### config.mk
export PLATFORM = sky130hd
export DESIGN_NAME = modular_exponentiation_top
export DESIGN_NICKNAME = d
export VERILOG_FILES = /design/src/rtl/mexp_pkg.sv /design/src/rtl/mexp_mulmod.sv /design/src/rtl/modular_exponentiation_top.sv
export VERILOG_INCLUDE_DIRS = /design/src /design/src/rtl
export SDC_FILE = /design/constraint.sdc
export NUM_CORES = 1
export LEC_CHECK = 0
export BUFFER_PORTS_ARGS = -buffer_cell sky130_fd_sc_hd__buf_2
export CORE_MARGIN = 10
export CORE_UTILIZATION = 40
export CTS_BUF_LIST = sky130_fd_sc_hd__clkbuf_16
export CTS_CLUSTER_SIZE = 24
export DETAILED_ROUTE_END_ITERATION = 16
export PLACE_DENSITY = 0.58
export SKIP_LAST_GASP = 1
export SYNTH_ARGS = -nofsm -noshare
export SYNTH_HDL_FRONTEND = slang
export SYNTH_HIERARCHICAL = 1
export SYNTH_SLANG_ARGS = --single-unit
### constraint.sdc
create_clock -name clk -period 6.1 [get_ports clk]
set_clock_uncertainty 0.2 [all_clocks]
set_input_delay 0.305 -clock clk [delete_from_list [all_inputs] [get_ports clk]]
set_output_delay 0.305 -clock clk [all_outputs]
set_load 0.01 [all_outputs]
### src/rtl/assert_macros.svh
// Assertion macros shared by the modular exponentiation RTL.
// No dependencies; included by modules that carry concurrent checks.
`ifndef ASSERT_MACROS_SVH
`define ASSERT_MACROS_SVH

// Same-cycle implication, disabled while reset is asserted.
`define ASSERT_IMPL(lbl, clk, rst_n, ante, cons, msg) \
	lbl: assert property (@(posedge clk) disable iff (!rst_n) (ante) |-> (cons)) \
		else $error(msg);

// Next-cycle implication, disabled while reset is asserted.
`define ASSERT_NEXT(lbl, clk, rst_n, ante, cons, msg) \
	lbl: assert property (@(posedge clk) disable iff (!rst_n) (ante) |=> (cons)) \
		else $error(msg);

`endif

### src/rtl/mexp_pkg.sv
// Shared constants and types for the modular exponentiation block.
// No dependencies; used by mexp_mulmod and modular_exponentiation_top.
`default_nettype none

package mexp_pkg;

	// Port width of every operand and of the result
	localparam int FIELD_WIDTH   = 32;
	// Default arithmetic width (operands are masked to this many low bits)
	localparam int OPERAND_WIDTH = 32;

	// Status of the shared modular multiplier
	typedef struct packed {
		logic busy;
		logic done;
	} mm_status_t;

endpackage

`default_nettype wire

### src/rtl/mexp_mulmod.sv
// Bit-serial modular multiplier: a * b mod m, one bit of b per cycle, MSB first.
// Depends on mexp_pkg and assert_macros.svh.
`default_nettype none
`include "assert_macros.svh"

module mexp_mulmod #(
	parameter int OPERAND_WIDTH = mexp_pkg::OPERAND_WIDTH
) (
	input  wire logic                     clk,
	input  wire logic                     arst_n,
	input  wire logic                     start,
	input  wire logic [OPERAND_WIDTH-1:0] op_a,
	input  wire logic [OPERAND_WIDTH-1:0] op_b,
	input  wire logic [OPERAND_WIDTH-1:0] op_m,
	output mexp_pkg::mm_status_t          status,
	output logic      [OPERAND_WIDTH-1:0] result
);

	localparam int W  = OPERAND_WIDTH;
	localparam int CW = $clog2(W + 1);

	logic          busy_q;
	logic          done_q;
	logic [CW-1:0] cnt_q;
	logic [W-1:0]  r_q;
	logic [W-1:0]  a_q;
	logic [W-1:0]  b_sh_q;
	logic [W-1:0]  m_q;

	logic [W+1:0]  sum;
	logic [W+1:0]  m1;
	logic [W+1:0]  m2;
	logic [W-1:0]  r_nx;

	// One step: r = (2r + a*bit) mod m, with 2r + a*bit < 3m
	always_comb begin
		m1  = {2'b00, m_q};
		m2  = {1'b0, m_q, 1'b0};
		sum = ({2'b00, r_q} << 1) + (b_sh_q[W-1] ? {2'b00, a_q} : '0);
		if (sum >= m2) begin
			r_nx = W'(sum - m2);
		end else if (sum >= m1) begin
			r_nx = W'(sum - m1);
		end else begin
			r_nx = W'(sum);
		end
	end

	// Control: W steps after start, done pulses for one cycle
	always_ff @(posedge clk or negedge arst_n) begin
		if (!arst_n) begin
			busy_q <= 1'b0;
			done_q <= 1'b0;
			cnt_q  <= '0;
		end else begin
			done_q <= 1'b0;
			if (start) begin
				busy_q <= 1'b1;
				cnt_q  <= CW'(W);
			end else if (busy_q) begin
				cnt_q <= cnt_q - 1'b1;
				if (cnt_q == CW'(1)) begin
					busy_q <= 1'b0;
					done_q <= 1'b1;
				end
			end
		end
	end

	// Datapath registers
	always_ff @(posedge clk) begin
		if (start) begin
			r_q    <= '0;
			a_q    <= op_a;
			b_sh_q <= op_b;
			m_q    <= op_m;
		end else if (busy_q) begin
			r_q    <= r_nx;
			b_sh_q <= b_sh_q << 1;
		end
	end

	assign status.busy = busy_q;
	assign status.done = done_q;
	assign result      = r_q;

	`ASSERT_IMPL(a_res_reduced, clk, arst_n, done_q, r_q < m_q, "mulmod result not below modulus")
	`ASSERT_NEXT(a_last_step, clk, arst_n, busy_q && !start && cnt_q == CW'(1), done_q && !busy_q, "mulmod missed done")

endmodule

`default_nettype wire

### src/rtl/modular_exponentiation_top.sv
// Modular exponentiation: power_result = base_value ^ exponent mod modulus.
// Depends on mexp_pkg, mexp_mulmod and assert_macros.svh.
//
// Input channel: in_valid / in_stall carry modulus, exponent, base_value.
// A beat is taken when in_valid is high and in_stall is low. in_stall is
// high from the accepted beat until the result has moved to the output
// register, so one item is worked on at a time.
// Output channel: out_valid / out_stall carry power_result and bad_modulus.
// The result sits in an output register; a new input beat is taken while
// it still waits for the receiver. If the receiver stalls, the next result
// waits in the sequencer and in_stall stays high.
// Steps: the base is reduced as 1 * base mod modulus while the leading-one
// search runs alongside it; then, for each exponent bit below the top set
// bit, a squaring, plus a multiply by the reduced base where that bit is
// set. A zero modulus or zero exponent skips the multiplier and goes
// straight to the finish state.
// Every product runs through one shared bit-serial multiplier, one bit
// per cycle; that unit sets the rate.
// Reset (arst_n low) returns the sequencer to idle and drops out_valid.
`default_nettype none
`include "assert_macros.svh"

module modular_exponentiation_top #(
	parameter int OPERAND_WIDTH = mexp_pkg::OPERAND_WIDTH
) (
	input  wire logic                             clk,
	input  wire logic                             arst_n,
	input  wire logic                             in_valid,
	output logic                                  in_stall,
	input  wire logic [mexp_pkg::FIELD_WIDTH-1:0] modulus,
	input  wire logic [mexp_pkg::FIELD_WIDTH-1:0] exponent,
	input  wire logic [mexp_pkg::FIELD_WIDTH-1:0] base_value,
	output logic                                  out_valid,
	input  wire logic                             out_stall,
	output logic      [mexp_pkg::FIELD_WIDTH-1:0] power_result,
	output logic                                  bad_modulus
);

	localparam int W  = OPERAND_WIDTH;
	localparam int FW = mexp_pkg::FIELD_WIDTH;
	localparam int CW = $clog2(W);

	typedef enum logic [2:0] {
		ST_IDLE,
		ST_REDUCE,
		ST_SQUARE,
		ST_MULT,
		ST_FINISH
	} state_t;

	state_t        state_q;
	logic [W-1:0]  m_q;
	logic [W-1:0]  e_q;
	logic [W-1:0]  base_q;
	logic [W-1:0]  res_q;
	logic          bad_q;
	logic [CW-1:0] bits_q;
	logic [W-1:0]  op_a_q;
	logic [W-1:0]  op_b_q;
	logic          mm_start_q;
	logic          out_valid_q;
	logic [FW-1:0] power_result_q;
	logic          bad_modulus_q;

	logic [W-1:0]         in_m;
	logic [W-1:0]         in_e;
	logic [W-1:0]         in_b;
	mexp_pkg::mm_status_t mm_st;
	logic [W-1:0]         mm_res;
	logic                 reduce_done;

	assign in_m = modulus[W-1:0];
	assign in_e = exponent[W-1:0];
	assign in_b = base_value[W-1:0];

	// Shared multiplier
	mexp_mulmod #(
		.OPERAND_WIDTH(W)
	) u_mulmod (
		.clk   (clk),
		.arst_n(arst_n),
		.start (mm_start_q),
		.op_a  (op_a_q),
		.op_b  (op_b_q),
		.op_m  (m_q),
		.status(mm_st),
		.result(mm_res)
	);

	// Sequencer: leading-one search, base reduction, square-and-multiply
	always_ff @(posedge clk or negedge arst_n) begin
		if (!arst_n) begin
			state_q        <= ST_IDLE;
			mm_start_q     <= 1'b0;
			out_valid_q    <= 1'b0;
			m_q            <= '0;
			e_q            <= '0;
			base_q         <= '0;
			res_q          <= '0;
			bad_q          <= 1'b0;
			bits_q         <= '0;
			op_a_q         <= '0;
			op_b_q         <= '0;
			power_result_q <= '0;
			bad_modulus_q  <= 1'b0;
		end else begin
			mm_start_q <= 1'b0;
			if (out_valid_q && !out_stall) begin
				out_valid_q <= 1'b0;
			end
			case (state_q)
				ST_IDLE: begin
					if (in_valid) begin
						m_q    <= in_m;
						e_q    <= in_e;
						bits_q <= CW'(W - 1);
						bad_q  <= 1'b0;
						if (in_m == '0) begin
							res_q   <= '0;
							bad_q   <= 1'b1;
							state_q <= ST_FINISH;
						end else if (in_e == '0) begin
							res_q   <= W'(1);
							state_q <= ST_FINISH;
						end else begin
							// base mod m computed as 1 * base
							op_a_q     <= W'(1);
							op_b_q     <= in_b;
							mm_start_q <= 1'b1;
							state_q    <= ST_REDUCE;
						end
					end
				end
				ST_REDUCE: begin
					if (!e_q[W-1]) begin
						e_q    <= e_q << 1;
						bits_q <= bits_q - 1'b1;
					end
					if (mm_st.done) begin
						// leading one consumed: acc = reduced base
						base_q <= mm_res;
						e_q    <= e_q << 1;
						if (bits_q == '0) begin
							res_q   <= mm_res;
							state_q <= ST_FINISH;
						end else begin
							op_a_q     <= mm_res;
							op_b_q     <= mm_res;
							mm_start_q <= 1'b1;
							state_q    <= ST_SQUARE;
						end
					end
				end
				ST_SQUARE: begin
					if (mm_st.done) begin
						if (e_q[W-1]) begin
							op_a_q     <= mm_res;
							op_b_q     <= base_q;
							mm_start_q <= 1'b1;
							state_q    <= ST_MULT;
						end else begin
							e_q    <= e_q << 1;
							bits_q <= bits_q - 1'b1;
							if (bits_q == CW'(1)) begin
								res_q   <= mm_res;
								state_q <= ST_FINISH;
							end else begin
								op_a_q     <= mm_res;
								op_b_q     <= mm_res;
								mm_start_q <= 1'b1;
							end
						end
					end
				end
				ST_MULT: begin
					if (mm_st.done) begin
						e_q    <= e_q << 1;
						bits_q <= bits_q - 1'b1;
						if (bits_q == CW'(1)) begin
							res_q   <= mm_res;
							state_q <= ST_FINISH;
						end else begin
							op_a_q     <= mm_res;
							op_b_q     <= mm_res;
							mm_start_q <= 1'b1;
							state_q    <= ST_SQUARE;
						end
					end
				end
				ST_FINISH: begin
					// move into the output register once it is free
					if (!out_valid_q || !out_stall) begin
						out_valid_q    <= 1'b1;
						power_result_q <= FW'(res_q);
						bad_modulus_q  <= bad_q;
						state_q        <= ST_IDLE;
					end
				end
				default: begin
					state_q <= ST_IDLE;
				end
			endcase
		end
	end

	assign in_stall     = (state_q != ST_IDLE);
	assign out_valid    = out_valid_q;
	assign power_result = power_result_q;
	assign bad_modulus  = bad_modulus_q;

	assign reduce_done = (state_q == ST_REDUCE) && mm_st.done;

	`ASSERT_IMPL(a_lead_one, clk, arst_n, reduce_done, e_q[W-1], "leading one not aligned")
	`ASSERT_IMPL(a_start_free, clk, arst_n, mm_start_q, !mm_st.busy, "multiplier busy at start")
	`ASSERT_IMPL(a_bad_zero, clk, arst_n, out_valid && bad_modulus, ~|power_result, "bad modulus")

endmodule

`default_nettype wire
### Word level (Yosys, flattened, before mapping)

Index checks and enable logic that the tools add are counted.
W data, S select, Z words.

* $add $sub $neg: 5
* $lt $le $gt $ge: 2
* eq/ne operators: 18
* muxes and demuxes: 78
* reductions and logical operators: 18

Operators by type and width (number)
* $mux W32: 35
* $pmux W32 S4: 4
* $logic_not A32 Y1: 2
* $sub A32 B32 Y32: 2
* $add A33 B32 Y34: 1
* $ge A34 B32 Y1: 1
* $ge A34 B33 Y1: 1
* $mux W3: 11
* $mux W5: 4
* $pmux W5 S4: 1
* $mux W1: 19
* $reduce_and A8 Y1: 2
* $pmux W3 S5: 1
* $ne A2 B2 Y1 const B: 7
* $mux W6: 2
* $eq A3 B2 Y1 const B: 2
* $eq A6 B1 Y1 const B: 1
* $ne A2 B1 Y1 const B: 3
* $ne A3 B3 Y1 const B: 2
* $reduce_and A2 Y1: 3
* $reduce_and A6 Y1: 1
* $sub A6 B1 Y6 const B: 1
* $eq A5 B1 Y1 const B: 1
* $logic_not A5 Y1: 1
* other kinds (12): 13

* bits in registers: 372
* logic and storage cells: 141

### Logic depth before layout (Yosys ltp)

* word-level depth: 5
* depth in mapped cells: 24
* gate-level depth less buffers: 21

### Modules after synthesis

Netlist, hierarchy kept.

Modules (own cells, without submodules)
* mexp_mulmod: times used 1, cells each 1167, area an instance 10816.6 µm², seq. area each 3723.6 µm²
* modular_exponentiation_top: times used 1, cells each 894, area an instance 10090.9 µm², seq. area each 5905.7 µm²

### Worst setup path before layout

Ideal clock, no wire load.

* kind: reg-to-reg
* from: register u_mulmod.b_sh_q[31]
* to: register u_mulmod.r_q[17], in the netlist u_mulmod/result[17]
* data arrival time: 4.911 ns
* path slack: 0.855 ns
* cell stages (with the launch flop): 23
* buffers on the path: 3
* cells stage by stage: edfxtp_1 -> clkbuf_1 -> and2_1 -> ha_1 -> nor2b_1 -> o31ai_2 -> a21oi_1 -> a41o_2 -> a31oi_4 -> nor2_1 -> o311ai_0 -> ha_1 -> and3_1 -> and4_1 -> a41oi_1 -> nand2_1 -> a211oi_1 -> o21ai_0 -> or2_2 -> buf_4 -> nor2_1 -> buf_2 -> a311oi_1

* longest elaborated chain between the ends: 5
* elaborated cells on any way between the ends: 8
* those cells by class: add/sub (3); order compare (2); mux (3)

Ends and longest elaborated chain
* start, declared: RTL line mexp_mulmod.sv:27 `logic [W-1:0] b_sh_q;`
* start signal, assigned: RTL line mexp_mulmod.sv:75 `b_sh_q <= op_b;`
* start signal, assigned: RTL line mexp_mulmod.sv:79 `b_sh_q <= b_sh_q << 1;`
* $mux W32 *: RTL line mexp_mulmod.sv:39 `sum = ({2'b00, r_q} << 1) + (b_sh_q[W-1] ? {2'b00, a_q} : '0);`
* $add A33 B32 Y34 *: RTL line mexp_mulmod.sv:39
* $sub A32 B32 Y32 or $ge A34 B32 Y1 (tied branches): RTL line mexp_mulmod.sv:43, mexp_mulmod.sv:42
* $mux W32: RTL line mexp_mulmod.sv:42 `end else if (sum >= m1) begin`
* $mux W32 *: RTL line mexp_mulmod.sv:40 `if (sum >= m2) begin`
* end signal, assigned: RTL line mexp_mulmod.sv:78 `r_q <= r_nx;`
* end, declared: RTL line mexp_mulmod.sv:25 `logic [W-1:0] r_q;`

Mark *: on every way between the ends. The rest lies on a longest branch, timed or not.
A chain may end at the register's enable or synchronous reset.

### Final worst setup path

* from: register u_mulmod.b_sh_q[31]
* to: register u_mulmod.r_q[29], in the netlist u_mulmod/result[29]

Same word-level chain as after synthesis.

==> impl_metrics.py <==
metrics = {
    "global_routing": {
        "grt_pass1_wl_um": 95500,
        "grt_usage_pct": 18.9,
        "antenna_found_initial": 1,
        "grt_max_degree": 134,
        "grt.overflow.total": 0,
        "grt_pass1_vias": 16840,
    },
    "place": {
        "gp_congestion": 0.948,
        "place_area_um2": 22500,
        "hpwl_um": 43500,
        "placement.io_buffers": 134,
    },
    "clock_network": {
        "cts_root_buf": "clkbuf_16",
        "cts_tree": "built",
        "cts_sinks": 372,
        "clk_pin_slew_ps": 60,
        "clock_path_buffers": 3,
        "cts_made_buffers": 42,
        "htreeDepth": 2,
        "insertion_delay_ps": 580,
    },
    "sta": {
        "tightest_slew_ps": 964,
        "final.min_clock_period_ps": 5720,
        "timing.final.crit_share_pct": 93.8,
        "fmax_ghz": 0.175,
        "slew_violations": 0,
        "fin_hold_ws_ps": 176,
        "rsz0062_at_grt": "no",
        "setup_viol": 0,
        "setup_tns_ps": 0,
        "maxSlewHeadroom_pct": 35.7,
        "hold_viol": 0,
    },
    "detailed_routing": {
        "drt_wl_total_um": 61100,
        "dr_total_vias": 17004,
        "routed_via_density": 5.66,
        "wl_per_cell_um": 20.3,
        "drtIter0Drc": 1321,
        "drt_first_pass_iters": 5,
        "drc": 0,
        "ant_nets": 0,
    },
    "floorplan": {
        "die_height_um": 249,
        "rows": 83,
        "io_pins": 135,
        "die_area_um2": 61800,
        "initial_core_util_pct": 40.6,
        "core_area_um2": 51500,
        "fp.dieW_um": 249,
    },
    "worst_setup_path": {
        "start_kind": "register",
        "crit_top_cell": "buf_4",
        "cp.arrival_ps": 6010,
        "crit_fanout": 6,
        "required_ps": 6390,
        "path_cells": "buf_4, and2_1, ha_1, inv_1, fa_1, nor2b_1, o31ai_2, a21oi_1, buf_4, a21o_1, a21oi_1, xnor2_1, buf_4, ha_1, and3_1, and3_1, nand3_1, a2111oi_2, nor2_1, o21a_1, or4_1, a41o_1, a31oi_1",
        "cp-end-kind": "register",
        "path_class": "register to register",
        "cp_slowest_stage_delay_ps": 480,
        "slowest_stage": "or4_1",
    },
    "layout": {
        "final_nets": 2492,
        "area_growth_pct": 19.6,
        "drive_gt1_share_pct": 18.5,
        "num-fill-cells": 4777,
        "fin_area_um2": 25000,
    },
    "synth": {
        "ys_warn_count": 6,
        "synthCells": 2060,
        "synth_area_um2": 20900,
        "syn-num-nets": 2263,
        "avgSynthCellArea_um2": 10.1,
    },
    "flow_run": {
        "cap_violations": 0,
    },
    "min_path": {
        "hold_class": "primary input to async pin",
    },
    "outcome": {
        "outcome": "completed",
    },
}
[sequential cells by signal, summed over array words and instances, names as in the netlist, 3 cells and up]
signal / cells
u_mulmod/b_sh_q: 32
e_q: 32
u_mulmod/cnt_q: 6
bits_q: 5
state_q: 3
res_q: 32
u_mulmod/result: 32
m_q: 32
base_q: 32
op_b_q: 32
u_mulmod/a_q: 32
u_mulmod/m_q: 32
power_result: 32
op_a_q: 32
[final timing paths]
path	start	to	slack (ps)	depth (start not counted)
worst max-delay path	u_mulmod/b_sh_q[31]	u_mulmod/result[29]	380	23
worst min-delay path	arst_n	m_q[31]	180	2
worst max register to register	u_mulmod/b_sh_q[31]	u_mulmod/result[29]	380	23
worst min register to register	m_q[18]	u_mulmod/m_q[18]	230	0
max in group asynchronous	arst_n	base_q[21]	4210	3
min in group clk	m_q[18]	u_mulmod/m_q[18]	230	0
[cell type report]
type	instances	area (um^2)	share of cell area (%)
multi-input cells	1504	10700	42.8
clock buffers	46	1150	4.60
clock inverters	32	219	0.876
well taps	680	851	3.40
inverters	77	289	1.16
diodes	1	2.50	0.0100
repair buffers	292	2150	8.61
flip-flops and latches	372	9630	38.5
[critical path: cells and delay by family (launching register included)]
family | cells | cell delay, ps
XOR/XNOR | 1 | 150
buffers and inverters | 4 | 570
flip-flops | 1 | 370
AND/OR/NAND/NOR | 7 | 1730
adder cells (fa/ha/maj) | 3 | 960
AO/OA/AOI/OAI | 8 | 1630
[timing repair]
action | 4_1_cts | 5_1_grt
hold buffers | 100 | 0
setup endpoints to repair | 32 | 32
pin swaps | 0 | 1
resized for setup | 1 | 15
setup buffers | 0 | 2
hold endpoints to repair | 210 | 0
[metal layers]
metal  GRT usage, %  vias up  wire length, um
met2           32.2      503            30500
met3           2.65       89             3100
li1               -     8069                -
met5              0        -                0
met1           24.2     8343            26000
met4           5.89        0             1570
[cell usage in the layout (no fill, tap or decap), drive strengths merged, types with 9 or more instances in the layout]
cell type	instances
nand2	255
dfrtp	244
buf	191
a21oi	132
mux2	130
nor2	113
dlygate4sd3	100
ha	100
o21ai	98
edfxtp	96
inv	87
a22o	64
clkbuf	47
xnor2	43
and2	41
nor3	35
a221oi	33
xor2	33
dfxtp	32
a22oi	31
nand3	31
mux2i	28
a21o	28
nor4	23
and3	21
o21a	21
clkinv	20
nand4	18
o31ai	17
a211oi	17
o211ai	16
a31oi	14
nor2b	12
nand2b	12
o221ai	10
o21bai	9
[through the flow]
stage	utilization [%]	setup slack (ps)	cells
floorplan	-	855	2060
global placement	43.8	14.6	2823
finish	48.5	381	3004
global route	48.5	36.9	3004
CTS	48.4	44.4	3001
detailed placement	43.8	-151	2823
Power is left out: the tool's default activity adds up to more than one toggle a clock period on the data nets, which glitch-free logic cannot reach.
